`src/wsd_pkg.sv`:
```
`default_nettype none
package wsd_pkg;

  typedef enum logic [2:0] {
    PH_RIFF      = 3'd0,
    PH_JUNK_SIZE = 3'd1,
    PH_JUNK_SKIP = 3'd2,
    PH_JUNK_ID   = 3'd3,
    PH_FMT       = 3'd4,
    PH_DATA      = 3'd5,
    PH_IDLE      = 3'd6
  } phase_t;

  typedef enum logic [1:0] {
    KIND_HEADER = 2'd0,
    KIND_SAMPLE = 2'd1,
    KIND_ERROR  = 2'd2
  } kind_t;

  typedef enum logic [2:0] {
    ERR_NONE    = 3'd0,
    ERR_FORMAT  = 3'd1,
    ERR_ALIGN   = 3'd2,
    ERR_NO_CHAN = 3'd3,
    ERR_OVERRUN = 3'd4
  } err_t;

  localparam logic [31:0] JUNK_WORD = 32'h4B4E554A;
  localparam logic [15:0] FMT_PCM   = 16'd1;
  localparam logic [15:0] FMT_FLOAT = 16'd3;

  localparam logic [5:0] OFS_RIFF_END = 6'd15;
  localparam logic [5:0] OFS_WORD_END = 6'd3;
  localparam logic [5:0] OFS_FORMAT   = 6'd5;
  localparam logic [5:0] OFS_CHANNELS = 6'd7;
  localparam logic [5:0] OFS_RATE     = 6'd11;
  localparam logic [5:0] OFS_ALIGN    = 6'd17;
  localparam logic [5:0] OFS_WIDTH    = 6'd19;
  localparam logic [5:0] OFS_FMT_END  = 6'd27;

  typedef struct packed {
    logic [1:0]  kind;
    logic [63:0] raw;
    logic [15:0] channel;
    logic        frame_last;
    logic        data_last;
    logic [15:0] format_code;
    logic [15:0] channel_count;
    logic [31:0] rate_hz;
    logic [15:0] sample_width;
    logic [15:0] frame_bytes;
    logic [2:0]  error_code;
  } item_t;

endpackage
`default_nettype wire

```
`src/wsd_byte_if.sv`:
```
`default_nettype none
interface wsd_byte_if;
  logic       valid;
  logic       ready;
  logic [7:0] data_byte;
  logic       start_of_file;

  modport source (output valid, output data_byte, output start_of_file, input ready);
  modport sink (input valid, input data_byte, input start_of_file, output ready);
endinterface
`default_nettype wire

```
`src/wsd_result_if.sv`:
```
`default_nettype none
interface wsd_result_if;
  logic        valid;
  logic        ready;
  logic [1:0]  kind;
  logic [31:0] sample_bits;
  logic [15:0] channel;
  logic        frame_last;
  logic        data_last;
  logic [15:0] format_code;
  logic [15:0] channel_count;
  logic [31:0] rate_hz;
  logic [15:0] sample_width;
  logic [15:0] frame_bytes;
  logic [2:0]  error_code;

  modport source (output valid, output kind, output sample_bits, output channel,
                  output frame_last, output data_last, output format_code,
                  output channel_count, output rate_hz, output sample_width,
                  output frame_bytes, output error_code, input ready);
  modport sink (input valid, input kind, input sample_bits, input channel,
                input frame_last, input data_last, input format_code,
                input channel_count, input rate_hz, input sample_width,
                input frame_bytes, input error_code, output ready);
endinterface
`default_nettype wire

```
`src/wav_stream_sample_decoder.sv`:
```
// Channel | Direction | Beat
// wav     | in        | one file byte, start_of_file marks byte 0 of a file
// res     | out       | one header, sample or error item
//
// One byte is taken per cycle while wav.ready is high; the parser decides everything
// for a byte in that cycle. A result reaches the output through an item register, then
// the float conversion into the output register.
// Reset (rst, synchronous) puts the parser at header byte 0 and empties both registers.
// A stalled output stops the byte input only once both registers are full.
`default_nettype none
module wav_stream_sample_decoder (
  input  wire logic   clk,
  input  wire logic   rst,
  wsd_byte_if.sink    wav,
  wsd_result_if.source res
);

  wsd_pkg::phase_t phase, c_phase, n_phase;
  logic [5:0]  hoff, c_hoff, n_hoff;
  logic [31:0] fshift, c_fshift, n_fshift;
  logic [31:0] junk_left, c_junk, n_junk;
  logic [15:0] s_fmt, c_fmt, n_fmt;
  logic [15:0] s_ch, c_ch, n_ch;
  logic [31:0] s_rate, c_rate, n_rate;
  logic [15:0] s_align, c_align, n_align;
  logic [15:0] s_width, c_width, n_width;
  logic [31:0] bytes_left, c_bleft, n_bleft;
  logic [15:0] frame_pos, c_fpos, n_fpos;
  logic [15:0] ch_pos, c_chpos, n_chpos;
  logic [63:0] asm_word, c_asm, n_asm;
  logic [2:0]  sb_pos, c_sbpos, n_sbpos;
  logic        last_flag, c_last, n_last;
  logic [15:0] span, c_span, n_span;

  logic        em;
  wsd_pkg::item_t em_item;
  logic        s1_valid;
  wsd_pkg::item_t s1;
  logic        advance;
  logic        take;

  logic        ok;
  logic [28:0] prod;
  logic [3:0]  bps;
  logic [16:0] fpos_inc;
  logic [16:0] chpos_inc;
  logic        fl;
  logic [31:0] bl_sub;
  logic [2:0]  errc;

  assign advance = !res.valid || res.ready;
  assign wav.ready = !s1_valid || advance;
  assign take = wav.valid && wav.ready;

  function automatic logic [31:0] pcm_to_f32(input logic [23:0] v, input logic wide);
    logic [23:0] mag;
    logic [4:0]  p;
    logic [23:0] norm;
    logic [7:0]  ex;
    logic        any;
    mag = v[23] ? (~v + 24'd1) : v;
    p = 5'd0;
    any = 1'b0;
    for (int i = 0; i < 24; i++) begin
      if (mag[i]) begin
        p = 5'(i);
        any = 1'b1;
      end
    end
    norm = mag << (5'd23 - p);
    ex = 8'd127 + {3'd0, p} - (wide ? 8'd23 : 8'd15);
    pcm_to_f32 = any ? {v[23], ex, norm[22:0]} : 32'h0;
  endfunction

  function automatic logic [31:0] dbl_to_single(input logic [63:0] b);
    logic [31:0] sgn;
    logic [10:0] e;
    logic [51:0] m;
    logic signed [12:0] ef;
    logic signed [12:0] shift;
    logic [5:0]  sh;
    logic [52:0] full;
    logic [52:0] q;
    logic [52:0] mask;
    logic [52:0] rem;
    logic [52:0] half;
    logic [7:0]  ebias;
    sgn = {b[63], 31'd0};
    e = b[62:52];
    m = b[51:0];
    ef = $signed({2'b00, e}) - 13'sd896;
    shift = (ef >= 13'sd1) ? 13'sd29 : (13'sd30 - ef);
    sh = shift[5:0];
    full = {1'b1, m};
    q = full >> sh;
    mask = (53'd1 << sh) - 53'd1;
    rem = full & mask;
    half = 53'd1 << (sh - 6'd1);
    if (rem > half || (rem == half && q[0])) begin
      q = q + 53'd1;
    end
    ebias = 8'(ef - 13'sd1);
    if (e == 11'h7FF) begin
      dbl_to_single = (m == 52'd0) ? (sgn | 32'h7F800000)
                                   : (sgn | 32'h7FC00000 | {9'd0, m[51:29]});
    end else if (e == 11'd0) begin
      dbl_to_single = sgn;
    end else if (ef >= 13'sd255) begin
      dbl_to_single = sgn | 32'h7F800000;
    end else if (shift >= 13'sd54) begin
      dbl_to_single = sgn;
    end else if (ef >= 13'sd1) begin
      dbl_to_single = sgn | ({1'b0, ebias, 23'd0} + q[31:0]);
    end else begin
      dbl_to_single = sgn | q[31:0];
    end
  endfunction

  always_comb begin
    if (wav.start_of_file) begin
      c_phase = wsd_pkg::PH_RIFF;
      c_hoff = '0; c_fshift = '0; c_junk = '0; c_fmt = '0; c_ch = '0;
      c_rate = '0; c_align = '0; c_width = '0; c_bleft = '0; c_fpos = '0;
      c_chpos = '0; c_asm = '0; c_sbpos = '0; c_last = 1'b0; c_span = '0;
    end else begin
      c_phase = phase;
      c_hoff = hoff; c_fshift = fshift; c_junk = junk_left; c_fmt = s_fmt;
      c_ch = s_ch; c_rate = s_rate; c_align = s_align; c_width = s_width;
      c_bleft = bytes_left; c_fpos = frame_pos; c_chpos = ch_pos; c_asm = asm_word;
      c_sbpos = sb_pos; c_last = last_flag; c_span = span;
    end
    n_phase = c_phase; n_hoff = c_hoff; n_junk = c_junk; n_fmt = c_fmt;
    n_ch = c_ch; n_rate = c_rate; n_align = c_align; n_width = c_width;
    n_bleft = c_bleft; n_fpos = c_fpos; n_chpos = c_chpos; n_asm = c_asm;
    n_sbpos = c_sbpos; n_last = c_last; n_span = c_span;
    n_fshift = c_fshift;
    if (c_phase == wsd_pkg::PH_RIFF || c_phase == wsd_pkg::PH_JUNK_SIZE ||
        c_phase == wsd_pkg::PH_JUNK_ID || c_phase == wsd_pkg::PH_FMT) begin
      n_fshift = {wav.data_byte, c_fshift[31:8]};
    end

    ok = (c_fmt == wsd_pkg::FMT_PCM && (c_width == 16'd16 || c_width == 16'd24)) ||
         (c_fmt == wsd_pkg::FMT_FLOAT && (c_width == 16'd32 || c_width == 16'd64));
    prod = 29'(c_ch) * 29'(c_width[15:3]);
    bps = c_width[6:3];
    fpos_inc = {1'b0, c_fpos} + 17'd1;
    chpos_inc = {1'b0, c_chpos} + 17'd1;
    fl = (chpos_inc == {1'b0, c_ch});
    bl_sub = c_bleft - {16'd0, c_align};
    errc = wsd_pkg::ERR_NONE;

    em = 1'b0;
    em_item.kind = wsd_pkg::KIND_HEADER;
    em_item.raw = '0;
    em_item.channel = '0;
    em_item.frame_last = 1'b0;
    em_item.data_last = 1'b0;
    em_item.format_code = c_fmt;
    em_item.channel_count = c_ch;
    em_item.rate_hz = c_rate;
    em_item.sample_width = c_width;
    em_item.frame_bytes = c_align;
    em_item.error_code = wsd_pkg::ERR_NONE;

    case (c_phase)
      wsd_pkg::PH_RIFF: begin
        if (c_hoff == wsd_pkg::OFS_RIFF_END) begin
          n_hoff = '0;
          n_phase = (n_fshift == wsd_pkg::JUNK_WORD) ? wsd_pkg::PH_JUNK_SIZE
                                                     : wsd_pkg::PH_FMT;
        end else begin
          n_hoff = c_hoff + 6'd1;
        end
      end
      wsd_pkg::PH_JUNK_SIZE: begin
        if (c_hoff == wsd_pkg::OFS_WORD_END) begin
          n_hoff = '0;
          n_junk = n_fshift;
          n_phase = (n_fshift != 32'd0) ? wsd_pkg::PH_JUNK_SKIP : wsd_pkg::PH_JUNK_ID;
        end else begin
          n_hoff = c_hoff + 6'd1;
        end
      end
      wsd_pkg::PH_JUNK_SKIP: begin
        n_junk = c_junk - 32'd1;
        if (n_junk == 32'd0) begin
          n_phase = wsd_pkg::PH_JUNK_ID;
        end
      end
      wsd_pkg::PH_JUNK_ID: begin
        if (c_hoff == wsd_pkg::OFS_WORD_END) begin
          n_hoff = '0;
          n_phase = wsd_pkg::PH_FMT;
        end else begin
          n_hoff = c_hoff + 6'd1;
        end
      end
      wsd_pkg::PH_FMT: begin
        if (c_hoff == wsd_pkg::OFS_FORMAT) n_fmt = n_fshift[31:16];
        if (c_hoff == wsd_pkg::OFS_CHANNELS) n_ch = n_fshift[31:16];
        if (c_hoff == wsd_pkg::OFS_RATE) n_rate = n_fshift;
        if (c_hoff == wsd_pkg::OFS_ALIGN) n_align = n_fshift[31:16];
        if (c_hoff == wsd_pkg::OFS_WIDTH) n_width = n_fshift[31:16];
        if (c_hoff == wsd_pkg::OFS_FMT_END) begin
          n_hoff = '0;
          em = 1'b1;
          if (!ok) errc = wsd_pkg::ERR_FORMAT;
          else if (c_align == 16'd0) errc = wsd_pkg::ERR_ALIGN;
          else if (c_ch == 16'd0) errc = wsd_pkg::ERR_NO_CHAN;
          else if (prod > {13'd0, c_align}) errc = wsd_pkg::ERR_OVERRUN;
          if (errc != wsd_pkg::ERR_NONE) begin
            n_phase = wsd_pkg::PH_IDLE;
            em_item.kind = wsd_pkg::KIND_ERROR;
            em_item.error_code = errc;
          end else begin
            n_bleft = n_fshift;
            n_fpos = '0;
            n_chpos = '0;
            n_sbpos = '0;
            n_asm = '0;
            n_span = prod[15:0];
            n_last = ({1'b0, n_fshift} < {16'd0, c_align, 1'b0});
            n_phase = (n_fshift < {16'd0, c_align}) ? wsd_pkg::PH_IDLE
                                                     : wsd_pkg::PH_DATA;
            em_item.data_last = (n_fshift < {16'd0, c_align});
          end
        end else begin
          n_hoff = c_hoff + 6'd1;
        end
      end
      wsd_pkg::PH_DATA: begin
        if (c_fpos < c_span) begin
          n_asm = (c_sbpos == 3'd0) ? 64'd0 : c_asm;
          n_asm[{c_sbpos, 3'b000} +: 8] = wav.data_byte;
          if ({1'b0, c_sbpos} + 4'd1 >= bps) begin
            em = 1'b1;
            em_item.kind = wsd_pkg::KIND_SAMPLE;
            em_item.raw = n_asm;
            em_item.channel = c_chpos;
            em_item.frame_last = fl;
            em_item.data_last = fl && c_last;
            n_chpos = chpos_inc[15:0];
            n_sbpos = '0;
          end else begin
            n_sbpos = c_sbpos + 3'd1;
          end
        end
        n_fpos = fpos_inc[15:0];
        if (fpos_inc >= {1'b0, c_align}) begin
          n_fpos = '0;
          n_chpos = '0;
          n_sbpos = '0;
          n_bleft = bl_sub;
          n_last = ({1'b0, bl_sub} < {16'd0, c_align, 1'b0});
          if (bl_sub < {16'd0, c_align}) begin
            n_phase = wsd_pkg::PH_IDLE;
          end
        end
      end
      default: begin
      end
    endcase
  end

  always_ff @(posedge clk) begin
    if (rst) begin
      phase <= wsd_pkg::PH_RIFF;
      hoff <= '0; fshift <= '0; junk_left <= '0; s_fmt <= '0; s_ch <= '0;
      s_rate <= '0; s_align <= '0; s_width <= '0; bytes_left <= '0;
      frame_pos <= '0; ch_pos <= '0; asm_word <= '0; sb_pos <= '0;
      last_flag <= 1'b0; span <= '0;
    end else if (take) begin
      phase <= n_phase;
      hoff <= n_hoff; fshift <= n_fshift; junk_left <= n_junk; s_fmt <= n_fmt;
      s_ch <= n_ch; s_rate <= n_rate; s_align <= n_align; s_width <= n_width;
      bytes_left <= n_bleft; frame_pos <= n_fpos; ch_pos <= n_chpos;
      asm_word <= n_asm; sb_pos <= n_sbpos; last_flag <= n_last; span <= n_span;
    end
  end

  always_ff @(posedge clk) begin
    if (rst) begin
      s1_valid <= 1'b0;
    end else if (wav.ready) begin
      s1_valid <= take && em;
    end
  end

  always_ff @(posedge clk) begin
    if (take && em) begin
      s1 <= em_item;
    end
  end

  always_ff @(posedge clk) begin
    if (rst) begin
      res.valid <= 1'b0;
    end else if (advance) begin
      res.valid <= s1_valid;
    end
  end

  always_ff @(posedge clk) begin
    if (advance && s1_valid) begin
      res.kind <= s1.kind;
      res.channel <= s1.channel;
      res.frame_last <= s1.frame_last;
      res.data_last <= s1.data_last;
      res.format_code <= s1.format_code;
      res.channel_count <= s1.channel_count;
      res.rate_hz <= s1.rate_hz;
      res.sample_width <= s1.sample_width;
      res.frame_bytes <= s1.frame_bytes;
      res.error_code <= s1.error_code;
      if (s1.kind != wsd_pkg::KIND_SAMPLE) begin
        res.sample_bits <= 32'd0;
      end else if (s1.sample_width == 16'd16) begin
        res.sample_bits <= pcm_to_f32({{8{s1.raw[15]}}, s1.raw[15:0]}, 1'b0);
      end else if (s1.sample_width == 16'd24) begin
        res.sample_bits <= pcm_to_f32(s1.raw[23:0], 1'b1);
      end else if (s1.sample_width == 16'd32) begin
        res.sample_bits <= s1.raw[31:0];
      end else begin
        res.sample_bits <= dbl_to_single(s1.raw);
      end
    end
  end

endmodule
`default_nettype wire

```
`src/flat_wrapper.sv`:
```
// flat-port wrapper written by rule: the top's interface ports become plain ports
module wav_stream_sample_decoder_flat 
  (clk, rst, wav_valid, wav_data_byte, wav_start_of_file, wav_ready, res_valid, res_kind, res_sample_bits, res_channel, res_frame_last, res_data_last, res_format_code, res_channel_count, res_rate_hz, res_sample_width, res_frame_bytes, res_error_code, res_ready);
  wsd_byte_if wav_i ();
  wsd_result_if res_i ();
  input  wire logic clk;
  input  wire logic rst;
  input wire logic [$bits(wav_i.valid)-1:0] wav_valid;
  input wire logic [$bits(wav_i.data_byte)-1:0] wav_data_byte;
  input wire logic [$bits(wav_i.start_of_file)-1:0] wav_start_of_file;
  output wire logic [$bits(wav_i.ready)-1:0] wav_ready;
  output wire logic [$bits(res_i.valid)-1:0] res_valid;
  output wire logic [$bits(res_i.kind)-1:0] res_kind;
  output wire logic [$bits(res_i.sample_bits)-1:0] res_sample_bits;
  output wire logic [$bits(res_i.channel)-1:0] res_channel;
  output wire logic [$bits(res_i.frame_last)-1:0] res_frame_last;
  output wire logic [$bits(res_i.data_last)-1:0] res_data_last;
  output wire logic [$bits(res_i.format_code)-1:0] res_format_code;
  output wire logic [$bits(res_i.channel_count)-1:0] res_channel_count;
  output wire logic [$bits(res_i.rate_hz)-1:0] res_rate_hz;
  output wire logic [$bits(res_i.sample_width)-1:0] res_sample_width;
  output wire logic [$bits(res_i.frame_bytes)-1:0] res_frame_bytes;
  output wire logic [$bits(res_i.error_code)-1:0] res_error_code;
  input wire logic [$bits(res_i.ready)-1:0] res_ready;
  assign wav_i.valid = wav_valid;
  assign wav_i.data_byte = wav_data_byte;
  assign wav_i.start_of_file = wav_start_of_file;
  assign wav_ready = wav_i.ready;
  assign res_valid = res_i.valid;
  assign res_kind = res_i.kind;
  assign res_sample_bits = res_i.sample_bits;
  assign res_channel = res_i.channel;
  assign res_frame_last = res_i.frame_last;
  assign res_data_last = res_i.data_last;
  assign res_format_code = res_i.format_code;
  assign res_channel_count = res_i.channel_count;
  assign res_rate_hz = res_i.rate_hz;
  assign res_sample_width = res_i.sample_width;
  assign res_frame_bytes = res_i.frame_bytes;
  assign res_error_code = res_i.error_code;
  assign res_i.ready = res_ready;
  wav_stream_sample_decoder u_core (.clk(clk), .rst(rst), .wav(wav_i), .res(res_i));
endmodule
```
`config.mk`:
```
export PLATFORM = sky130hd
export DESIGN_NAME = wav_stream_sample_decoder_flat
export DESIGN_NICKNAME = d
export VERILOG_FILES = /design/src/wsd_pkg.sv /design/src/wsd_byte_if.sv /design/src/wsd_result_if.sv /design/src/wav_stream_sample_decoder.sv /design/src/flat_wrapper.sv
export SDC_FILE = /design/constraint.sdc
export NUM_CORES = 2
export LEC_CHECK = 0
export ABC_AREA = 1
export BUFFER_PORTS_ARGS = -buffer_cell sky130_fd_sc_hd__buf_2
export CAP_MARGIN = 20
export CORE_MARGIN = 4
export CORE_UTILIZATION = 50
export DETAILED_ROUTE_END_ITERATION = 8
export MAX_ROUTING_LAYER = met4
export PLACE_DENSITY = 0.73
export SYNTH_ARGS = -nofsm -noshare
export SYNTH_HDL_FRONTEND = slang
export SYNTH_SLANG_ARGS = --single-unit
```
`constraint.sdc`:
```
create_clock -name clk -period 16.9 [get_ports clk]
set_input_delay 2.535 -clock clk [delete_from_list [all_inputs] [get_ports clk]]
set_output_delay 2.535 -clock clk [all_outputs]
set_load 0.1 [all_outputs]
```
## Word-level counts from Yosys, hierarchy flattened

Cells that the tools add are included.

- Bits of input ports: 13
- Register bits: 653
- Logic and storage cells: 370
- Output and inout bits: 153

- Eq/ne operators: 27
- Multipliers: 1
- Bitwise logic cells: 6
- Shift-type cells: 7
- Order comparisons: 12
- Reductions and logical operators: 30
- Add/sub/neg operators: 23
- Multiplexer cells: 224

Operators by type and width:

| cell | number |
|---|---|
| $mux W32 | 28 |
| $mux W16 | 26 |
| $mux W64 | 5 |
| $pmux W32 S2 | 2 |
| $pmux W64 S2 | 1 |
| $mux W5 | 23 |
| $shl A1 B6 Y53 const A | 2 |
| $mux W3 | 30 |
| $mux W84 | 1 |
| $mux W83 | 1 |
| $mux W1 | 67 |
| $bwmux W64 | 1 |
| $eq A16 B5 Y1 const B | 4 |
| $lt A32 B16 Y1 | 2 |
| $lt A32 B17 Y1 | 2 |
| $mux W4 | 16 |
| $or A32 B32 Y32 | 2 |
| $pmux W16 S2 | 2 |
| $shift A8 B8 Y64 const A | 1 |
| $shiftx A8 B8 Y64 | 1 |
| $and A53 B53 Y53 | 1 |
| $eq A53 B53 Y1 | 1 |
| $gt A53 B53 Y1 | 1 |
| $shr A53 B6 Y32 | 1 |
| other kinds (66) | 109 |

## Logic depth before layout (Yosys ltp)

- Depth in word-level cells: 35
- Gate-level depth with buffers: 68
- Gate-level depth less buffers: 65

## Worst setup path after synthesis

Ideal clock, no wire load.

- Kind: input to register
- Start: in wav_start_of_file
- End: reg u_core.s1[0] (netlist name), enable pin
- Slack: 1017 ps
- Library setup time: 788 ps
- Required time: 16112 ps
- Path buffers: 8
- Cell stages on the path: 22
- Data arrival time: 15095 ps
- Path through: buf_2 buf_2 buf_2 buf_1 clkbuf_1 clkbuf_1 clkbuf_1 clkbuf_1 nor2_1 ha_1 o21ai_0 nand2_1 a21o_1 a21oi_1 o221ai_1 nand3_1 nand2_1 nor2_1 clkinv_1 nor2_1 inv_2 a21oi_1

- Word-level cells in the longest chain between the ends: 7
- Elaborated cells between the ends (all ways): 17
- Those cells by class: add/sub (1); order compare (2); eq/ne (3); mux (10); reduce/logical (1)

RTL lines:

| what | RTL line | source |
|---|---|---|
| from (decl) | flat_wrapper.sv:10 | `input wire logic [$bits(wav_i.start_of_file)-1:0] wav_start_of_file;` |
| $mux W3 | wav_stream_sample_decoder.sv:120 | `if (wav.start_of_file) begin` |
| $add A3 B1 Y4 | wav_stream_sample_decoder.sv:235 | `if ({1'b0, c_sbpos} + 4'd1 >= bps) begin` |
| $ge A4 B4 Y1 | wav_stream_sample_decoder.sv:235 |  |
| $mux W1 | wav_stream_sample_decoder.sv:235 |  |
| $mux W1 | wav_stream_sample_decoder.sv:232 | `if (c_fpos < c_span) begin` |
| $pmux W1 S2 (*) | wav_stream_sample_decoder.sv:165 | `case (c_phase)` |
| $logic_and A1 B1 Y1 (*) | wav_stream_sample_decoder.sv:290 | `if (take && em) begin` |
| to (signal assigned) | wav_stream_sample_decoder.sv:291 | `s1 <= em_item;` |
| to (decl) | wav_stream_sample_decoder.sv:38 | `wsd_pkg::item_t s1;` |

Every way passes the cells marked *; elsewhere a longest branch is shown, timed or not.
A chain may end at the register's enable or synchronous reset.

## Final worst setup path

- Start: in wav_start_of_file
- End: reg u_core.span[9]

- Word-level cells in the longest chain between the ends: 13
- Elaborated cells between the ends (all ways): 34
- Those cells by class: mul (1); order compare (1); eq/ne (8); mux (16); reduce/logical (8)

RTL lines:

| what | RTL line | source |
|---|---|---|
| $mux W16 (*) | wav_stream_sample_decoder.sv:120 |  |
| named net u_core.c_ch[1] | wav_stream_sample_decoder.sv:23 | `logic [15:0] s_ch, c_ch, n_ch;` |
| $mul A16 B13 Y29 | wav_stream_sample_decoder.sv:144 | `prod = 29'(c_ch) * 29'(c_width[15:3]);` |
| $gt A29 B16 Y1 | wav_stream_sample_decoder.sv:210 | `else if (prod > {13'd0, c_align}) errc = wsd_pkg::ERR_OVERRUN;` |
| $mux W3 | wav_stream_sample_decoder.sv:210 |  |
| $mux W3 | wav_stream_sample_decoder.sv:209 | `else if (c_ch == 16'd0) errc = wsd_pkg::ERR_NO_CHAN;` |
| $mux W3 | wav_stream_sample_decoder.sv:208 | `else if (c_align == 16'd0) errc = wsd_pkg::ERR_ALIGN;` |
| $mux W3 | wav_stream_sample_decoder.sv:207 | `if (!ok) errc = wsd_pkg::ERR_FORMAT;` |
| $mux W3 | wav_stream_sample_decoder.sv:204 | `if (c_hoff == wsd_pkg::OFS_FMT_END) begin` |
| $mux W3 | wav_stream_sample_decoder.sv:165 |  |
| $reduce_bool A3 Y1 | wav_stream_sample_decoder.sv:211 | `if (errc != wsd_pkg::ERR_NONE) begin` |
| $mux W16 (*) | wav_stream_sample_decoder.sv:211 |  |
| $mux W16 (*) | wav_stream_sample_decoder.sv:204 |  |
| $mux W16 (*) | wav_stream_sample_decoder.sv:165 |  |
| to (signal assigned) | wav_stream_sample_decoder.sv:277 | `asm_word <= n_asm; sb_pos <= n_sbpos; last_flag <= n_last; span <= n_span;` |
| to (decl) | wav_stream_sample_decoder.sv:33 | `logic [15:0] span, c_span, n_span;` |

Mark *: on every way through the listed nets, which the timed path passes. The rest lies on a longest branch. The select of a mux whose other input is x is not followed.

==> out/qor.yml <==
placedInstanceArea_sq_um: 55900
postSynthRegisterBits: 653
total_leakage_power_nw: 27.4
power_report.internal_total_mw: 2.89
first_global_vias: 50500
synthesis_to_layout_area_growth_pct: 8.09
total_of_buffers_placed_on_input_and_output_ports: 165
max_slew_margin: 0.198
postCtsResizedCells: 0
syn-cell-area_sq_um: 54300
critPathMaxStageDelay_ns: 0.81
dr.pass1.iters: 7
post-route-worst-setup-slack_ns: 5.21
first_iteration_detailed_routing_drc_count: 6466
chipHeight_um: 337
final_antenna_net_count: 0
global_route.overflow_total: 0
yosys.area.top_type_share: 0.185
layout-drive-gt1-share: 0.0697
gpl.final_weighted_congestion: 1.04
share_of_power_burned_in_registers: 0.421
route.final.wire_length_mm: 195
die_width_um: 337
arrival_ns: 12.29
setup_skew_after_layout_ns: 0.0467
place_ws_ns: 4.63
p_clk_frac: 0.428
timing_worst_slew_pin_value_ns: 1.20
power_density_nw_per_um2: 69.8
synth_edf_count: 334
startpoint_type: "primary input"
synth.area.top_cells: "sky130_fd_sc_hd__edfxtp_1 18%, sky130_fd_sc_hd__dfxtp_1 12%, sky130_fd_sc_hd__nand2_1 12%, sky130_fd_sc_hd__inv_1 8.2%, sky130_fd_sc_hd__ha_1 6.5%"
max_cap_violations: 0
fin_util: 0.546
antenna_violations_before_repair: 6
remaining_drc_errors: 0
cp_common_cell: "sky130_fd_sc_hd__nand2_1"
maxClockFrequency_mhz: 85.6
ctsRootBufferMaster: "sky130_fd_sc_hd__clkbuf_16"
clkSinkCount: 653
synth_largest_area_cell: "sky130_fd_sc_hd__edfxtp_1"
grt_max_degree: 144
synth-seq-area-share: 0.303
routed_wire_per_std_cell_um: 21.0
via_density_per_instance: 5.93
postCtsSetupRepairBufs: 0
insertion_delay_ns: 0.68
yosys.cell_count.top_type: "sky130_fd_sc_hd__nand2_1"
required_ns: 17.51
grt_first_pass_wirelength_mm: 297
global_route.usage.total: 0.343
peakVddDrop_mv: 0.0781
final-hold-violation-count: 0
final_nets: 8252
cell_area_after_layout_sq_um: 58700
run_status: "completed"
power.combinational.fraction: 0.151
fp-row-count: 120
timing.final.crit_period_ns: 11.69
report.final.slew_viol_count: 0
synth-async-reset-ratio: 0
netSwitchingPower_mw: 1.20
min-delay-path-class: "reg2reg"
ys_dominant_reg_cell: "sky130_fd_sc_hd__edfxtp_1"
vias: 55000
setup_violations: 0
cts-hold-fix-buffers: 0
timing_worst_setup_path_type: "in2reg"
core_region_area_sq_um: 107000
floorplan.initialDensity: 0.505
post-dp-hpwl_mm: 141
synth_fp_nets: 8321
tritoncts: "yes"
clkTransAtPathRegs_ns: 0.06
final.setup.tns_ns: 0
grt_setup_unrepaired: "no"
synth_cells: 7869
path_max_fanout: 68
endpoint_kind: "flip-flop"
synth_cell_types: 71
yosysWarnings: 0
cts.htree.levels: 3
boundaryPins: 166
timing.critical_path.slowest_stage_cell: "sky130_fd_sc_hd__buf_4"
syn-mean-instance-area_sq_um: 6.90
dp.cells: 9122
max-clock-path-buffers: 3
cts_inserted_buffers: 76
design.die.area_sq_um: 114000
synth_commonest_cells: "1686 x sky130_fd_sc_hd__nand2_1, 1180 x sky130_fd_sc_hd__inv_1, 740 x sky130_fd_sc_hd__nor2_1"
share_of_the_clock_period_used_by_the_worst_path: 0.692
p_total_mw: 4.10
fin_hold_ws_ns: 0.413
final_cells: 9268
switching_share: 0.293
==> critical path, delay by kind of cell <==
kind                     cells  cell delay [ns]
adder cells (fa/ha/maj)      6             3.00
buffers and inverters       10             3.14
AND/OR/NAND/NOR             14             2.53
AO/OA/AOI/OAI                5             0.84
XOR/XNOR                     1             0.16
==> routing by layer <==
metal / track usage / routed length (um) / vias up
li1: - / - / 25900
met1: 0.465 / 80700 / 25700
met2: 0.505 / 84000 / 2864
met3: 0.0699 / 21700 / 478
met4: 0.129 / 8050 / 0
met5: - / 0 / -
==> cells in the final DEF, fill, tap and decap left out, types with 8 or more instances in the layout <==
master	count
sky130_fd_sc_hd__nand2_1	1682
sky130_fd_sc_hd__inv_1	1176
sky130_fd_sc_hd__nor2_1	733
sky130_fd_sc_hd__a21oi_1	656
sky130_fd_sc_hd__nand3_1	596
sky130_fd_sc_hd__o21ai_0	526
sky130_fd_sc_hd__edfxtp_1	334
sky130_fd_sc_hd__dfxtp_1	319
sky130_fd_sc_hd__ha_1	283
sky130_fd_sc_hd__o211ai_1	182
sky130_fd_sc_hd__buf_2	165
sky130_fd_sc_hd__fa_1	156
sky130_fd_sc_hd__xor2_1	117
sky130_fd_sc_hd__nand4_1	116
sky130_fd_sc_hd__nor3_1	97
sky130_fd_sc_hd__buf_4	92
sky130_fd_sc_hd__clkbuf_16	78
sky130_fd_sc_hd__nor4_1	60
sky130_fd_sc_hd__a31oi_1	49
sky130_fd_sc_hd__o21ai_1	39
sky130_fd_sc_hd__nor2_2	35
sky130_fd_sc_hd__xnor2_1	26
sky130_fd_sc_hd__inv_2	22
sky130_fd_sc_hd__nand2_2	19
sky130_fd_sc_hd__clkinv_1	17
sky130_fd_sc_hd__clkinv_2	16
sky130_fd_sc_hd__a211oi_1	16
sky130_fd_sc_hd__or2_2	15
sky130_fd_sc_hd__o221ai_1	13
sky130_fd_sc_hd__nand3_2	13
sky130_fd_sc_hd__nor2_4	13
sky130_fd_sc_hd__a221oi_1	13
sky130_fd_sc_hd__clkbuf_8	12
sky130_fd_sc_hd__o31ai_1	11
sky130_fd_sc_hd__o22ai_1	11
sky130_fd_sc_hd__o221a_2	11
sky130_fd_sc_hd__a32oi_1	9
sky130_fd_sc_hd__o21bai_1	8
sky130_fd_sc_hd__nand3b_1	8
sky130_fd_sc_hd__a41oi_1	8
==> registers in the layout, summed over array words and instances (netlist names), 32 cells and up <==
register                count
u_core.asm_word            64
u_core.bytes_left          32
u_core.fshift              32
u_core.junk_left           32
u_core.res.rate_hz         32
u_core.res.sample_bits     32
u_core.s1                 183
u_core.s_rate              32
==> power groups by stage <==
| stage | logic [mW] | registers [mW] | clock network, mW |
|---|---|---|---|
| 5_1_grt | 0.683 | 1.73 | 1.84 |
| 3_3_place_gp | 0.586 | 1.75 | 0 |
| 3_5_place_dp | 0.600 | 1.75 | 0 |
| 2_1_floorplan | 0.436 | 1.74 | 0 |
| 6_report | 0.620 | 1.72 | 1.75 |
| 4_1_cts | 0.603 | 1.72 | 1.77 |
==> path summary, 6_finish.rpt <==
path / from / depth (start not counted) / end / slack, ns
min reg2reg: u_core.s1[77] / 0 / u_core.res.channel_count[10] / 0.41
min: u_core.s1[77] / 0 / u_core.res.channel_count[10] / 0.41
max reg2reg: u_core.s1[169] / 59 / u_core.res.sample_bits[31] / 5.27
max: wav_start_of_file / 36 / u_core.span[9] / 5.21
==> final cells by class <==
cell class,instances,area [sq um]
multi-input combinational,5594,31600
fill,10300,48700
clock inverter,44,528
sequential,653,16400
inverter,1215,4590
tap,1403,1760
antenna,2,5.00
timing repair buffer,260,1580
clock buffer,97,2140
==> kinds of logic (layout without fill, tap and decap cells) <==
group,Yosys count,count (layout),synth area share
muxes,1,1,0.000184
other,0,2,0
buffers and inverters,1622,1616,0.116
xor gates and xnor gates,143,143,0.0231
DFF,653,653,0.303
AOI/OAI and AO/OA,1600,1600,0.166
adders and majority gates,439,439,0.123
and+or+nand+nor,3411,3411,0.269
Power figures use the tool's default switching activity.
